File: config.mk
export PLATFORM = sky130hd
export DESIGN_NAME = calendar_add_seconds
export DESIGN_NICKNAME = d
export VERILOG_FILES = /design/src/sv/cas_pkg.sv /design/src/sv/cas_front.sv /design/src/sv/cas_queue.sv /design/src/sv/cas_back.sv /design/src/sv/calendar_add_seconds.sv
export SDC_FILE = /design/constraint.sdc
export NUM_CORES = 2
export LEC_CHECK = 0
export ABC_AREA = 1
export BUFFER_PORTS_ARGS = -buffer_cell sky130_fd_sc_hd__buf_2
export CAP_MARGIN = 40
export CORE_UTILIZATION = 50
export DETAILED_ROUTE_END_ITERATION = 10
export PLACE_DENSITY = 0.67
export SLEW_MARGIN = 30
export SYNTH_ARGS = -nofsm -noshare
export SYNTH_HDL_FRONTEND = slang
export SYNTH_SLANG_ARGS = --single-unit
File: constraint.sdc
create_clock -name i_clk -period 6.56 [get_ports i_clk]
set_clock_uncertainty 0.05 [all_clocks]
set_input_delay 0.656 -clock i_clk [delete_from_list [all_inputs] [get_ports i_clk]]
set_output_delay 0.656 -clock i_clk [all_outputs]
set_load 0.03 [all_outputs]
File: src/sv/cas_pkg.sv
`timescale 1ns / 1ps

package cas_pkg;

    typedef struct packed {
        logic [11:0] start_year;
        logic [3:0]  start_month;
        logic [4:0]  start_day;
        logic [4:0]  start_hour;
        logic [5:0]  start_minute;
        logic [5:0]  start_second;
        logic [31:0] offset_seconds;
    } t_in;

    typedef struct packed {
        logic [11:0] out_year;
        logic [3:0]  out_month;
        logic [4:0]  out_day;
        logic [4:0]  out_hour;
        logic [5:0]  out_minute;
        logic [5:0]  out_second;
        logic [2:0]  out_weekday;
        logic [31:0] total_seconds;
    } t_out;

    localparam logic [11:0] EPOCH_YEAR     = 12'd2000;
    localparam logic [11:0] CENTURY_YEAR   = 12'd2100;
    localparam logic [11:0] LAST_YEAR      = 12'd2136;
    localparam logic [8:0]  DAYS_PER_YEAR  = 9'd365;
    localparam logic [8:0]  DAYS_LEAP_YEAR = 9'd366;
    localparam logic [10:0] DAYS_PER_BLOCK = 11'd1461;
    localparam logic [10:0] DAYS_SHORT_BLK = 11'd1460;
    localparam logic [16:0] SECS_PER_DAY   = 17'd86400;
    localparam logic [11:0] SECS_PER_HOUR  = 12'd3600;
    localparam logic [5:0]  SECS_PER_MIN   = 6'd60;
    localparam logic [3:0]  MONTH_JAN      = 4'd1;
    localparam logic [3:0]  MONTH_FEB      = 4'd2;
    localparam logic [3:0]  MONTH_MAR      = 4'd3;
    localparam logic [3:0]  MONTH_DEC      = 4'd12;

    // Reciprocals for constant division; each estimate is low by at most one.
    localparam logic [13:0] RECIP_100      = 14'd5243;
    localparam logic [14:0] RECIP_675      = 15'd24855;
    localparam logic [8:0]  RECIP_225      = 9'd291;
    localparam logic [12:0] RECIP_15       = 13'd4369;

    function automatic logic [8:0] days_before(input logic [3:0] m);
        logic [8:0] d;
        unique case (m)
            4'd0:    d = 9'd0;
            4'd1:    d = 9'd0;
            4'd2:    d = 9'd31;
            4'd3:    d = 9'd59;
            4'd4:    d = 9'd90;
            4'd5:    d = 9'd120;
            4'd6:    d = 9'd151;
            4'd7:    d = 9'd181;
            4'd8:    d = 9'd212;
            4'd9:    d = 9'd243;
            4'd10:   d = 9'd273;
            4'd11:   d = 9'd304;
            4'd12:   d = 9'd334;
            default: d = 9'd365;
        endcase
        return d;
    endfunction

    function automatic logic [4:0] month_len(input logic [3:0] m, input logic leap);
        logic [4:0] d;
        unique case (m)
            4'd1, 4'd3, 4'd5, 4'd7, 4'd8, 4'd10, 4'd12: d = 5'd31;
            4'd4, 4'd6, 4'd9, 4'd11:                    d = 5'd30;
            4'd2:                                       d = leap ? 5'd29 : 5'd28;
            default:                                    d = 5'd0;
        endcase
        return d;
    endfunction

    // Eight is one modulo seven, so three-bit digits may simply be summed.
    function automatic logic [2:0] mod7(input logic [16:0] v);
        logic [17:0] w;
        logic [5:0]  s1;
        logic [3:0]  s2;
        w  = {1'b0, v};
        s1 = '0;
        for (int k = 0; k < 6; k++) begin
            s1 = s1 + 6'(w[3*k +: 3]);
        end
        s2 = 4'(s1[5:3]) + 4'(s1[2:0]);
        if (s2 >= 4'd7) begin
            s2 = s2 - 4'd7;
        end
        return s2[2:0];
    endfunction

endpackage

File: src/sv/cas_front.sv
`timescale 1ns / 1ps

module cas_front (
    input  logic           i_clk,
    input  logic           i_rst_n,
    input  logic           i_valid,
    output logic           o_stall,
    input  cas_pkg::t_in   i_data,
    output logic           o_push,
    output logic [31:0]    o_total,
    input  logic           i_full
);

    localparam logic [2:0] FS_IDLE = 3'd0;
    localparam logic [2:0] FS_DIV  = 3'd1;
    localparam logic [2:0] FS_SUM  = 3'd2;
    localparam logic [2:0] FS_MUL  = 3'd3;
    localparam logic [2:0] FS_ADD  = 3'd4;
    localparam logic [2:0] FS_PUSH = 3'd5;

    logic [2:0]   r_state;
    cas_pkg::t_in r_in;
    logic [11:0]  r_n;
    logic [9:0]   r_c4;
    logic [4:0]   r_q100;
    logic [2:0]   r_q400;
    logic [5:0]   r_qy;
    logic [31:0]  r_days;
    logic [16:0]  r_hms;
    logic [31:0]  r_prod;
    logic [31:0]  r_total;

    logic [11:0]  w_n;
    logic [11:0]  w_a100;
    logic [9:0]   w_a400;
    logic [25:0]  w_p100;
    logic [23:0]  w_p400;
    logic [25:0]  w_py;
    logic [9:0]   w_leaps;
    logic [19:0]  w_yd;
    logic         w_m100;
    logic         w_leap;
    logic [8:0]   w_md;

    always_comb begin
        w_n     = (r_in.start_year > cas_pkg::EPOCH_YEAR) ?
                  r_in.start_year - cas_pkg::EPOCH_YEAR : 12'd0;
        w_a100  = w_n + 12'd99;
        w_a400  = 10'((w_n + 12'd399) >> 2);
        w_p100  = 26'(w_a100) * 26'(cas_pkg::RECIP_100);
        w_p400  = 24'(w_a400) * 24'(cas_pkg::RECIP_100);
        w_py    = 26'(r_in.start_year) * 26'(cas_pkg::RECIP_100);
        w_leaps = r_c4 - 10'(r_q100) + 10'(r_q400);
        w_yd    = 20'(r_n) * 20'(cas_pkg::DAYS_PER_YEAR) + 20'(w_leaps);
        w_m100  = (r_in.start_year == 12'(13'(r_qy) * 13'd100));
        w_leap  = ((r_in.start_year[1:0] == 2'd0) && !w_m100) ||
                  (w_m100 && (r_qy[1:0] == 2'd0));
        w_md    = cas_pkg::days_before(r_in.start_month) +
                  9'(w_leap && (r_in.start_month >= cas_pkg::MONTH_MAR));
    end

    always_ff @(posedge i_clk) begin
        if (!i_rst_n) begin
            r_state <= FS_IDLE;
        end else begin
            unique case (r_state)
                FS_IDLE: begin
                    if (i_valid) begin
                        r_state <= FS_DIV;
                    end
                end
                FS_DIV:  r_state <= FS_SUM;
                FS_SUM:  r_state <= FS_MUL;
                FS_MUL:  r_state <= FS_ADD;
                FS_ADD:  r_state <= FS_PUSH;
                FS_PUSH: begin
                    if (!i_full) begin
                        r_state <= FS_IDLE;
                    end
                end
                default: r_state <= FS_IDLE;
            endcase
        end
    end

    always_ff @(posedge i_clk) begin
        if (r_state == FS_IDLE && i_valid) begin
            r_in <= i_data;
        end
        if (r_state == FS_DIV) begin
            r_n    <= w_n;
            r_c4   <= 10'((w_n + 12'd3) >> 2);
            r_q100 <= w_p100[23:19];
            r_q400 <= w_p400[21:19];
            r_qy   <= w_py[24:19];
        end
        if (r_state == FS_SUM) begin
            r_days <= 32'(w_yd) + 32'(w_md) + 32'(r_in.start_day) - 32'd1;
            r_hms  <= 17'(r_in.start_hour) * 17'(cas_pkg::SECS_PER_HOUR) +
                      17'(r_in.start_minute) * 17'(cas_pkg::SECS_PER_MIN) +
                      17'(r_in.start_second);
        end
        if (r_state == FS_MUL) begin
            r_prod <= r_days * 32'(cas_pkg::SECS_PER_DAY);
        end
        if (r_state == FS_ADD) begin
            r_total <= r_prod + 32'(r_hms) + r_in.offset_seconds;
        end
    end

    assign o_stall = (r_state != FS_IDLE);
    assign o_push  = (r_state == FS_PUSH) && !i_full;
    assign o_total = r_total;

endmodule

File: src/sv/cas_queue.sv
`timescale 1ns / 1ps

module cas_queue #(
    parameter int DEPTH = 2
) (
    input  logic        i_clk,
    input  logic        i_rst_n,
    input  logic        i_push,
    input  logic [31:0] i_data,
    output logic        o_full,
    input  logic        i_pop,
    output logic [31:0] o_data,
    output logic        o_empty
);

    localparam int PTR_W = $clog2(DEPTH);
    localparam int CNT_W = $clog2(DEPTH + 1);
    localparam logic [PTR_W-1:0] LAST_PTR  = PTR_W'(DEPTH - 1);
    localparam logic [CNT_W-1:0] FULL_CNT  = CNT_W'(DEPTH);

    logic [31:0]      r_mem [DEPTH];
    logic [PTR_W-1:0] r_wr_ptr;
    logic [PTR_W-1:0] r_rd_ptr;
    logic [CNT_W-1:0] r_count;

    always_ff @(posedge i_clk) begin
        if (!i_rst_n) begin
            r_wr_ptr <= '0;
            r_rd_ptr <= '0;
            r_count  <= '0;
        end else begin
            if (i_push) begin
                r_wr_ptr <= (r_wr_ptr == LAST_PTR) ? '0 : r_wr_ptr + 1'b1;
            end
            if (i_pop) begin
                r_rd_ptr <= (r_rd_ptr == LAST_PTR) ? '0 : r_rd_ptr + 1'b1;
            end
            if (i_push && !i_pop) begin
                r_count <= r_count + 1'b1;
            end else if (i_pop && !i_push) begin
                r_count <= r_count - 1'b1;
            end
        end
    end

    always_ff @(posedge i_clk) begin
        if (i_push) begin
            r_mem[r_wr_ptr] <= i_data;
        end
    end

    assign o_full  = (r_count == FULL_CNT);
    assign o_empty = (r_count == '0);
    assign o_data  = r_mem[r_rd_ptr];

    a_no_push_full: assert property (@(posedge i_clk) disable iff (!i_rst_n)
        i_push |-> !o_full)
        else $error("push into full queue");

    a_no_pop_empty: assert property (@(posedge i_clk) disable iff (!i_rst_n)
        i_pop |-> !o_empty)
        else $error("pop from empty queue");

    a_empty_ptrs: assert property (@(posedge i_clk) disable iff (!i_rst_n)
        (r_count == '0) |-> (r_wr_ptr == r_rd_ptr))
        else $error("queue pointers disagree with count");

endmodule

File: src/sv/cas_back.sv
`timescale 1ns / 1ps

module cas_back (
    input  logic          i_clk,
    input  logic          i_rst_n,
    input  logic          i_empty,
    input  logic [31:0]   i_total,
    output logic          o_pop,
    output logic          o_valid,
    input  logic          i_stall,
    output cas_pkg::t_out o_data
);

    localparam logic [3:0] BS_IDLE     = 4'd0;
    localparam logic [3:0] BS_DAY_EST  = 4'd1;
    localparam logic [3:0] BS_DAY_REM  = 4'd2;
    localparam logic [3:0] BS_HOUR_EST = 4'd3;
    localparam logic [3:0] BS_HOUR_REM = 4'd4;
    localparam logic [3:0] BS_MIN_EST  = 4'd5;
    localparam logic [3:0] BS_MIN_REM  = 4'd6;
    localparam logic [3:0] BS_YEAR     = 4'd7;
    localparam logic [3:0] BS_MONTH    = 4'd8;
    localparam logic [3:0] BS_DONE     = 4'd9;

    localparam logic [9:0] DAY_HI      = 10'd675;
    localparam logic [7:0] HOUR_HI     = 8'd225;
    localparam logic [3:0] MIN_HI      = 4'd15;

    logic [3:0]    r_state;
    logic          r_out_valid;
    cas_pkg::t_out r_out;

    logic [31:0]   r_total;
    logic [15:0]   r_qe;
    logic [10:0]   r_rr;
    logic [15:0]   r_days;
    logic [16:0]   r_rem;
    logic [4:0]    r_hq;
    logic [8:0]    r_hr;
    logic [4:0]    r_hour;
    logic [11:0]   r_rih;
    logic [5:0]    r_mq;
    logic [4:0]    r_mr;
    logic [2:0]    r_wday;
    logic [11:0]   r_year;
    logic [3:0]    r_month;

    logic [39:0]   w_dp;
    logic [24:0]   w_rr;
    logic [15:0]   w_days;
    logic [9:0]    w_rdr;
    logic [16:0]   w_rem;
    logic [21:0]   w_hp;
    logic [12:0]   w_hr;
    logic [7:0]    w_hrc;
    logic [11:0]   w_rih;
    logic [22:0]   w_mp;
    logic [9:0]    w_mr;
    logic          w_leap;
    logic [8:0]    w_ylen;
    logic [10:0]   w_blen;
    logic          w_take_blk;
    logic          w_take_year;
    logic [4:0]    w_mlen;
    logic          w_month_end;
    logic [5:0]    w_minute;
    logic [3:0]    w_mrc;
    logic          w_load;

    always_comb begin
        w_dp   = 40'(r_total[31:7]) * 40'(cas_pkg::RECIP_675);
        w_rr   = r_total[31:7] - 25'(26'(r_qe) * 26'(DAY_HI));
        w_days = (r_rr >= 11'(DAY_HI)) ? r_qe + 16'd1 : r_qe;
        w_rdr  = (r_rr >= 11'(DAY_HI)) ? 10'(r_rr - 11'(DAY_HI)) : 10'(r_rr);
        w_rem  = {w_rdr, r_total[6:0]};
        w_hp   = 22'(w_rem[16:4]) * 22'(cas_pkg::RECIP_225);
        w_hr   = r_rem[16:4] - 13'(13'(r_hq) * 13'(HOUR_HI));
        w_hrc  = (r_hr >= 9'(HOUR_HI)) ? 8'(r_hr - 9'(HOUR_HI)) : 8'(r_hr);
        w_rih  = {w_hrc, r_rem[3:0]};
        w_mp   = 23'(w_rih[11:2]) * 23'(cas_pkg::RECIP_15);
        w_mr   = r_rih[11:2] - 10'(10'(r_mq) * 10'(MIN_HI));

        // The year walk never leaves 2000..2136, where 2100 is the only
        // century year that is not a leap year.
        w_leap      = (r_year[1:0] == 2'd0) && (r_year != cas_pkg::CENTURY_YEAR);
        w_ylen      = w_leap ? cas_pkg::DAYS_LEAP_YEAR : cas_pkg::DAYS_PER_YEAR;
        w_blen      = (r_year == cas_pkg::CENTURY_YEAR) ?
                      cas_pkg::DAYS_SHORT_BLK : cas_pkg::DAYS_PER_BLOCK;
        w_take_blk  = (r_year[1:0] == 2'd0) && (r_days >= 16'(w_blen));
        w_take_year = (r_days >= 16'(w_ylen));
        w_mlen      = cas_pkg::month_len(r_month, w_leap);
        w_month_end = (r_days < 16'(w_mlen)) || (r_month >= cas_pkg::MONTH_DEC);

        w_minute = (r_mr >= 5'(MIN_HI)) ? r_mq + 6'd1 : r_mq;
        w_mrc    = (r_mr >= 5'(MIN_HI)) ? 4'(r_mr - 5'(MIN_HI)) : 4'(r_mr);
        w_load   = (r_state == BS_DONE) && (!r_out_valid || !i_stall);
    end

    always_ff @(posedge i_clk) begin
        if (!i_rst_n) begin
            r_state     <= BS_IDLE;
            r_out_valid <= 1'b0;
        end else begin
            if (w_load) begin
                r_out_valid <= 1'b1;
            end else if (!i_stall) begin
                r_out_valid <= 1'b0;
            end
            unique case (r_state)
                BS_IDLE: begin
                    if (!i_empty) begin
                        r_state <= BS_DAY_EST;
                    end
                end
                BS_DAY_EST:  r_state <= BS_DAY_REM;
                BS_DAY_REM:  r_state <= BS_HOUR_EST;
                BS_HOUR_EST: r_state <= BS_HOUR_REM;
                BS_HOUR_REM: r_state <= BS_MIN_EST;
                BS_MIN_EST:  r_state <= BS_MIN_REM;
                BS_MIN_REM:  r_state <= BS_YEAR;
                BS_YEAR: begin
                    if (!w_take_blk && !w_take_year) begin
                        r_state <= BS_MONTH;
                    end
                end
                BS_MONTH: begin
                    if (w_month_end) begin
                        r_state <= BS_DONE;
                    end
                end
                BS_DONE: begin
                    if (w_load) begin
                        r_state <= BS_IDLE;
                    end
                end
                default: r_state <= BS_IDLE;
            endcase
        end
    end

    always_ff @(posedge i_clk) begin
        unique case (r_state)
            BS_IDLE: begin
                if (!i_empty) begin
                    r_total <= i_total;
                end
            end
            BS_DAY_EST: r_qe <= w_dp[39:24];
            BS_DAY_REM: r_rr <= 11'(w_rr);
            BS_HOUR_EST: begin
                r_days <= w_days;
                r_rem  <= w_rem;
                r_hq   <= w_hp[20:16];
            end
            BS_HOUR_REM: r_hr <= 9'(w_hr);
            BS_MIN_EST: begin
                r_hour <= (r_hr >= 9'(HOUR_HI)) ? r_hq + 5'd1 : r_hq;
                r_rih  <= w_rih;
                r_mq   <= w_mp[21:16];
            end
            BS_MIN_REM: begin
                r_mr    <= 5'(w_mr);
                r_wday  <= cas_pkg::mod7(17'(r_days) + 17'd5) + 3'd1;
                r_year  <= cas_pkg::EPOCH_YEAR;
                r_month <= cas_pkg::MONTH_JAN;
            end
            BS_YEAR: begin
                if (w_take_blk) begin
                    r_days <= r_days - 16'(w_blen);
                    r_year <= r_year + 12'd4;
                end else if (w_take_year) begin
                    r_days <= r_days - 16'(w_ylen);
                    r_year <= r_year + 12'd1;
                end
            end
            BS_MONTH: begin
                if (!w_month_end) begin
                    r_days  <= r_days - 16'(w_mlen);
                    r_month <= r_month + 4'd1;
                end
            end
            default: begin
            end
        endcase
        if (w_load) begin
            r_out.out_year      <= r_year;
            r_out.out_month     <= r_month;
            r_out.out_day       <= 5'(r_days + 16'd1);
            r_out.out_hour      <= r_hour;
            r_out.out_minute    <= w_minute;
            r_out.out_second    <= {w_mrc, r_rih[1:0]};
            r_out.out_weekday   <= r_wday;
            r_out.total_seconds <= r_total;
        end
    end

    assign o_pop   = (r_state == BS_IDLE) && !i_empty;
    assign o_valid = r_out_valid;
    assign o_data  = r_out;

    a_year_range: assert property (@(posedge i_clk) disable iff (!i_rst_n)
        (r_state == BS_YEAR) |-> (r_year <= cas_pkg::LAST_YEAR))
        else $error("year walk ran past the last reachable year");

    a_month_range: assert property (@(posedge i_clk) disable iff (!i_rst_n)
        o_valid |-> (o_data.out_month >= cas_pkg::MONTH_JAN &&
                     o_data.out_month <= cas_pkg::MONTH_DEC))
        else $error("result month out of range");

    a_day_fits: assert property (@(posedge i_clk) disable iff (!i_rst_n)
        (r_state == BS_DONE) |-> (r_days < 16'(w_mlen)))
        else $error("day count exceeds month length");

endmodule

File: src/sv/calendar_add_seconds.sv
`timescale 1ns / 1ps

// Channel  Valid    Stall    Beat
// input    i_valid  o_stall  i_data (cas_pkg::t_in)
// output   o_valid  i_stall  o_data (cas_pkg::t_out)
//
// The front converts a date to seconds and hands the total to a small queue.
// The back splits each total into days and time of day through estimate and
// remainder states, then walks over four-year blocks, single years and
// months, one step per cycle; that walk sets the sustained rate.
// Reset is synchronous and active low; it empties the queue and the pipes.
// A stalled output holds its beat while the front and queue keep working.

module calendar_add_seconds #(
    parameter int QUEUE_DEPTH = 2
) (
    input  logic          i_clk,
    input  logic          i_rst_n,
    input  logic          i_valid,
    output logic          o_stall,
    input  cas_pkg::t_in  i_data,
    output logic          o_valid,
    input  logic          i_stall,
    output cas_pkg::t_out o_data
);

    logic        w_push;
    logic [31:0] w_push_data;
    logic        w_full;
    logic        w_pop;
    logic [31:0] w_pop_data;
    logic        w_empty;

    cas_front u_front (
        .i_clk   (i_clk),
        .i_rst_n (i_rst_n),
        .i_valid (i_valid),
        .o_stall (o_stall),
        .i_data  (i_data),
        .o_push  (w_push),
        .o_total (w_push_data),
        .i_full  (w_full)
    );

    cas_queue #(
        .DEPTH (QUEUE_DEPTH)
    ) u_queue (
        .i_clk   (i_clk),
        .i_rst_n (i_rst_n),
        .i_push  (w_push),
        .i_data  (w_push_data),
        .o_full  (w_full),
        .i_pop   (w_pop),
        .o_data  (w_pop_data),
        .o_empty (w_empty)
    );

    cas_back u_back (
        .i_clk   (i_clk),
        .i_rst_n (i_rst_n),
        .i_empty (w_empty),
        .i_total (w_pop_data),
        .o_pop   (w_pop),
        .o_valid (o_valid),
        .i_stall (i_stall),
        .o_data  (o_data)
    );

endmodule

# --- Yosys cells after proc, flatten, opt, wreduce, memory -nomap -nowiden ---
# Memory sizes are Yosys's and may differ from the RTL's. A register that Yosys moved wholly into a read port is not among the register bits.
# Cells that the tools add are included.
op_classes:
  n_addsub: 44
  multipliers: 14
  n_lt_le_gt_ge: 10
  n_eq_ne: 39
  mux: 39
  bitwise: 1
  reduce_logical: 43
op_table:
  columns: ["op", "n"]
  rows:
  - ["$mux W16", 4]
  - ["$pmux W16 S3", 1]
  - ["$mul A10 B13 Y22 const B", 2]
  - ["$mul A25 B15 Y40 const B", 1]
  - ["$pmux W4 S10", 1]
  - ["$mux W12", 3]
  - ["$add A32 B17 Y32", 1]
  - ["$add A32 B32 Y32", 1]
  - ["$add A32 B5 Y32", 1]
  - ["$eq A4 B3 Y1 const B", 8]
  - ["$mul A32 B10 Y25 const B", 1]
  - ["$sub A32 B1 Y32 const B", 1]
  - ["$eq A4 B4 Y1 const B", 7]
  - ["$mux W4", 7]
  - ["$mul A12 B13 Y25 const B", 1]
  - ["$mul A12 B13 Y24 const B", 1]
  - ["$pmux W12 S2", 1]
  - ["$add A20 B9 Y21", 1]
  - ["$mul A13 B9 Y21 const B", 1]
  - ["$add A20 B10 Y20", 1]
  - ["$mul A12 B9 Y20 const B", 1]
  - ["$add A6 B3 Y6", 3]
  - ["$pmux W3 S6", 1]
  - ["$add A16 B3 Y17 const B", 1]
  - ["other kinds (82)", 139]
word_totals:
  regBits: 409
  ramBits: 64
  rom_bits: 144
  out_inout_bits: 75
  mem_count: 2
memory_table:
  columns: ["name", "words", "width", "read_ports", "rd_clocked_by_memory_dff", "write_ports", "line_no", "rtl"]
  rows:
  - ["(no name shown)", 16, 9, 1, 1, 0, "cas_pkg.sv:49", "unique case (m)"]
  - ["u_queue.r_mem", 2, 32, 1, 1, 1, "cas_queue.sv:21", "logic [31:0] r_mem [DEPTH];"]

# --- Longest topological paths before layout ---
logic_depth:
  depth_word: 11
  ltp_mapped: 42
  ltp_nobuf: 42

# --- Cells and area by module ---
# From an unflattened synthesis, not the netlist that was laid out.
hier_totals:
  hier_cells: 5654
  area_unflattened_um2: 52963.3
modules_own_cells:
  columns: ["module", "instances", "cells_each", "area_per_inst_um2"]
  rows:
  - ["cas_front", 1, 2954, 27352.5]
  - ["cas_back", 1, 2565, 22917.0]
  - ["cas_queue", 1, 135, 2693.8]

# --- Worst setup path before layout ---
# OpenSTA, ideal clock, no wires.
synth_timing:
  kind: "register to register"
  from: "register u_front.r_in[62] in the netlist's numbering"
  to: "register u_front.r_q100[4] (data pin)"
  setup_time_ns: 0.259
  arrival_ns: 6.854
  required_time_ns: 6.251
  path_slack_ns: -0.604
  stages_incl_launch_ff: 30
  cell_sequence: "edfxtp_1 -> inv_1 -> ha_1 -> or2_4 -> o21ai_2 -> nand2_1 -> buf_6 -> nor2_1 -> inv_1 -> ha_1 -> a21o_1 -> nand3_1 -> nand3_2 -> nand2_1 -> xor2_1 -> inv_1 -> fa_1 -> fa_1 -> inv_1 -> fa_1 -> fa_1 -> fa_1 -> ha_1 -> nand2_1 -> nor4_1 -> nand3_1 -> o211ai_1 -> a21o_1 -> a21oi_1 -> xnor2_1"
synth_via:
  elab_chain_cells: 4
  word_cells_on_any_way: 5
  classes_between: "add/sub: 2; mul: 1; order compare: 1; mux: 1"
synth_lines:
  columns: ["item", "line_no", "rtl"]
  rows:
  - ["from (decl)", "cas_front.sv:22", "cas_pkg::t_in r_in;"]
  - ["from (signal assigned)", "cas_front.sv:88", "r_in <= i_data;"]
  - ["$gt A12 B11 Y1", "cas_front.sv:46", "w_n = (r_in.start_year > cas_pkg::EPOCH_YEAR) ?"]
  - ["$mux W12", "cas_front.sv:46", null]
  - ["net u_front.w_n[1]", "cas_front.sv:33", "logic [11:0] w_n;"]
  - ["$add A12 B7 Y12", "cas_front.sv:48", "w_a100 = w_n + 12'd99;"]
  - ["$mul A12 B13 Y24", "cas_front.sv:50", "w_p100 = 26'(w_a100) * 26'(cas_pkg::RECIP_100);"]
  - ["net u_front.w_p100[23]", "cas_front.sv:36", "logic [25:0] w_p100;"]
  - ["to (signal assigned)", "cas_front.sv:93", "r_q100 <= w_p100[23:19];"]
  - ["to (decl)", "cas_front.sv:25", "logic [4:0] r_q100;"]
# The timed path passes the listed nets, and every way through them passes these cells.
# A chain may end at the register's enable or synchronous reset.

# --- Worst setup path after layout ---
layout_timing:
  from: "register u_front.r_in[63] in the netlist's numbering"
  to: "register u_front.r_q100[3] (data pin)"
# Same word-level chain as after synthesis.

==> impl_metrics.sql <==
INSERT INTO impl_metrics (metric_group, metric, value, unit) VALUES
('run_status', 'run_status', 'finished, final reports clean', ''),
('clocking', 'cts_hold_buffers_added', '0', ''),
('placed_design', 'placed_wire_length_estimate_after_detailed_placement', '90200', 'µm'),
('yosys', 'synth_cell_type_count', '66', ''),
('detailed_routing', 'final_antenna_net_count', '0', ''),
('detailed_routing', 'drt-vias-per-instance', '5.10', ''),
('yosys', 'synth_edf_count', '486', ''),
('sta', 'timing_worst_slew_pin_value', '773', 'ps'),
('setup_path', 'worst_path_largest_cell_delay', '570', 'ps'),
('setup_path', 'critical_setup_path_class', 'register to register', ''),
('sta', 'post-route-worst-setup-slack', '2.25', 'ps'),
('yosys', 'netlist.top_cell.by_area', 'edfxtp_1', ''),
('global_routing', 'antenna_found_initial', '5', ''),
('global_routing', 'total_global_routing_overflow', '0', ''),
('setup_path', 'crit-reg2reg-launch', 'u_front.r_in[63]', ''),
('setup_path', 'critPathArrivalTime', '6920', 'ps'),
('detailed_routing', 'initialDrtViolationCount', '1747', ''),
('layout', 'fin_area', '58300', 'µm²'),
('placed_design', 'dpl-instance-area', '54700', 'µm²'),
('global_routing', 'grt_start_max_net_pins', '55', ''),
('sta', 'max_clock_freq', '152', 'MHz'),
('sta', 'post-route-period-util', '1.00', ''),
('die', 'core_area', '100000', 'µm²'),
('clocking', 'clock_sinks', '507', ''),
('setup_path', 'worst-path-max-fanout', '5', ''),
('setup_path', 'critical-path-slowest-cell', 'fa_2', ''),
('yosys', 'synth_top_area_share', '0.287', ''),
('placed_design', 'portBuffers', '148', ''),
('die', 'initial_core_util', '0.507', ''),
('setup_path', 'timing.reg2reg.setup_slack', '2', 'ps'),
('clocking', 'clk_latency', '670', 'ps'),
('sta', 'final_period_minus_worst_setup_slack', '6560', 'ps'),
('yosys', 'synth-seq-cells', '507', ''),
('hold_path', 'hold_class', 'input pin to register', ''),
('placed_design', 'gp_routability_congestion', '0.929', ''),
('clocking', 'tritoncts', 'built', ''),
('yosys', 'synth_top_cells_by_area', 'edfxtp_1, ha_1, fa_1', ''),
('detailed_routing', 'drt_pre_antenna_iters', '5', ''),
('yosys', 'postSynthNetCount', '6657', ''),
('setup_path', 'cp.required', '6930', 'ps'),
('layout', 'areaGrowthSynthToFinish', '14.6', '%'),
('hold_path', 'worstHoldPathCells', '1', ''),
('yosys', 'mappedNetlistArea', '50900', 'µm²'),
('die', 'dieWidth', '321', 'µm'),
('setup_path', 'cp-start-kind', 'register', ''),
('sta', 'drv_slew', '0', ''),
('yosys', 'synth.avg_cell_area', '9.65', 'µm²'),
('setup_path', 'r2r_end', 'u_front.r_q100[3]', ''),
('setup_path', 'cp-end-kind', 'register', ''),
('clocking', 'numCtsBuffers', '59', ''),
('setup_path', 'timing.critical_path.mode_cell', 'fa_2', ''),
('yosys', 'synthArstFlopShare', '0', ''),
('sta', 'finalSetupViolCount', '0', ''),
('yosys', 'synth_top_flop_cell', 'edfxtp_1', ''),
('layout', 'layout-drive-gt1-share', '0.138', ''),
('die', 'fp.dieArea', '103000', 'µm²'),
('sta', 'relSlewSlack', '0.483', ''),
('die', 'die_y', '321', 'µm'),
('clocking', 'clk_root_buffer_cell', 'clkbuf_16', ''),
('detailed_routing', 'routedWlPerCell', '15.5', 'µm'),
('die', 'placement_rows', '116', ''),
('yosys', 'synth_seq_area_share', '0.295', ''),
('sta', 'finalHoldViolCount', '0', ''),
('detailed_routing', 'route.detailed.drc', '0', ''),
('clocking', 'htree_num_levels', '2', ''),
('clocking', 'cts_max_path_buffers', '3', ''),
('setup_path', 'ff2ff_path_depth', '31', ''),
('detailed_routing', 'vias_after_detailed_routing', '36100', ''),
('detailed_routing', 'routed_wl', '109000', 'µm'),
('yosys', 'synthesized_instance_count', '5274', ''),
('layout', 'num_antenna_cells', '0', ''),
('setup_path', 'critical_path.startpoint', 'u_front.r_in[63]', ''),
('sta', 'rsz_0062_raised_after_global_routing', 'true', ''),
('placed_design', 'place_worst_setup_slack', '-252', 'ps'),
('global_routing', 'grt_usage', '0.216', ''),
('yosys', 'synth_warnings', '0', ''),
('layout', 'post_layout_net_count', '7051', ''),
('run', 'maxCapViolCount', '0', ''),
('global_routing', 'first_global_vias', '36700', ''),
('setup_path', 'endpoint', 'u_front.r_q100[3]', ''),
('clocking', 'clkTransAtPathRegs', '60', 'ps'),
('die', 'ioPinCount', '149', ''),
('global_routing', 'first_pass_grt_wire_length', '180000', 'µm');
layout by cell type, fill, tap and decap left out, drive strengths merged, types with 9 or more instances in the layout:
cell,count
inv,1170
ha,914
nand2,731
edfxtp,486
fa,395
buf,361
a21oi,303
nor2,267
xor2,216
nand3,179
o21ai,175
xnor2,95
clkbuf,67
nor3,60
nand4,45
clkinv,25
dfxtp,21
or2,21
a21o,19
o211ai,17
nor4,15
a31oi,15
o31ai,13
nand3b,13
o21bai,13
o221ai,9
area by class of cell:
cell class	count	area, µm²
multi-input combinational	3576	32800
inverter	1163	4370
clock buffer	67	1510
tap	1357	1700
clock inverter	43	509
sequential	507	15000
fill	8617	42100
timing repair buffer	361	2400
critical path: cells and delay by family, from the launching register on:
kind / cells / cell delay, ps
fa+ha+maj: 8 / 3060
buf+inv: 7 / 780
compound gates: 6 / 740
xor+xnor: 2 / 290
flops: 1 / 360
simple gates: 8 / 1000
cells by family (layout without fill, tap and decap cells):
logic type	count (synthesis)	after routing	share of synthesized area
simple gates	1341	1341	0.115
mux	2	2	0.000442
buf+inv	1191	1634	0.0884
xor+xnor	311	311	0.0535
fa+ha+maj	1309	1309	0.380
compound gates	613	613	0.0679
flops	507	507	0.295
stage by stage:
step	hold slack, ps	utilization	cells	TNS [ps]
after CTS	68.6	0.568	7041	0
after global placement	352	0.545	6924	-648
after detailed placement	355	0.545	6924	-2330
final	110	0.581	7074	0
after global routing	77.8	0.581	7074	-3750
after floorplan	350	-	5274	-76.3
worst min path at each step:
stage | startpoint | endpoint
after CTS | i_data[2] | u_front.r_in[2]
after floorplan | u_back.r_wday[0] | u_back.o_data[32]
after detailed placement | u_back.r_wday[0] | u_back.o_data[32]
after global placement | u_back.r_wday[2] | u_back.o_data[34]
final | i_data[2] | u_front.r_in[2]
after global routing | i_data[2] | u_front.r_in[2]
per-layer routing:
layer | GRT usage | wire (µm) | part of all wire
met5 | 0 | 0 | 0
met4 | 0.0473 | 2180 | 0.020
met3 | 0.0264 | 4520 | 0.041
met2 | 0.365 | 51600 | 0.47
met1 | 0.296 | 51200 | 0.47
cells in the mapped netlist (all sizes together) (15+ instances only):
cell    instances
ha            914
nor2          267
a21o           19
fa            395
nand2         731
inv          1162
or2            21
edfxtp        486
xnor2          95
nor4           15
a31oi          15
o211ai         17
clkbuf         19
a21oi         303
dfxtp          21
nor3           60
o21ai         175
nand3         179
nand4          45
xor2          216
flip-flops by register name, indices dropped and copies added, names as in the netlist, 13 cells and up, named ones only:
register         cells
u_front.o_total     32
u_back.r_days       16
u_back.r_total      32
u_front.r_days      25
u_front.r_prod      25
u_front.r_in        70
u_front.r_hms       17
u_queue.r_mem       64
u_back.r_qe         16
u_back.r_rem        13
u_back.o_data       73
what timing repair did:
action | 4_1_cts | 5_1_grt
setup buffers | 7 | 33
gates resized for setup | 36 | 224
pin swaps | 18 | 91
endpoints found under the setup margin | 19 | 23
endpoints found under the hold margin | 0 | 0
cloned | 0 | 0
Power is not shown: default switching activity piles up to over one toggle a cycle in this logic, so the estimate is an artifact.
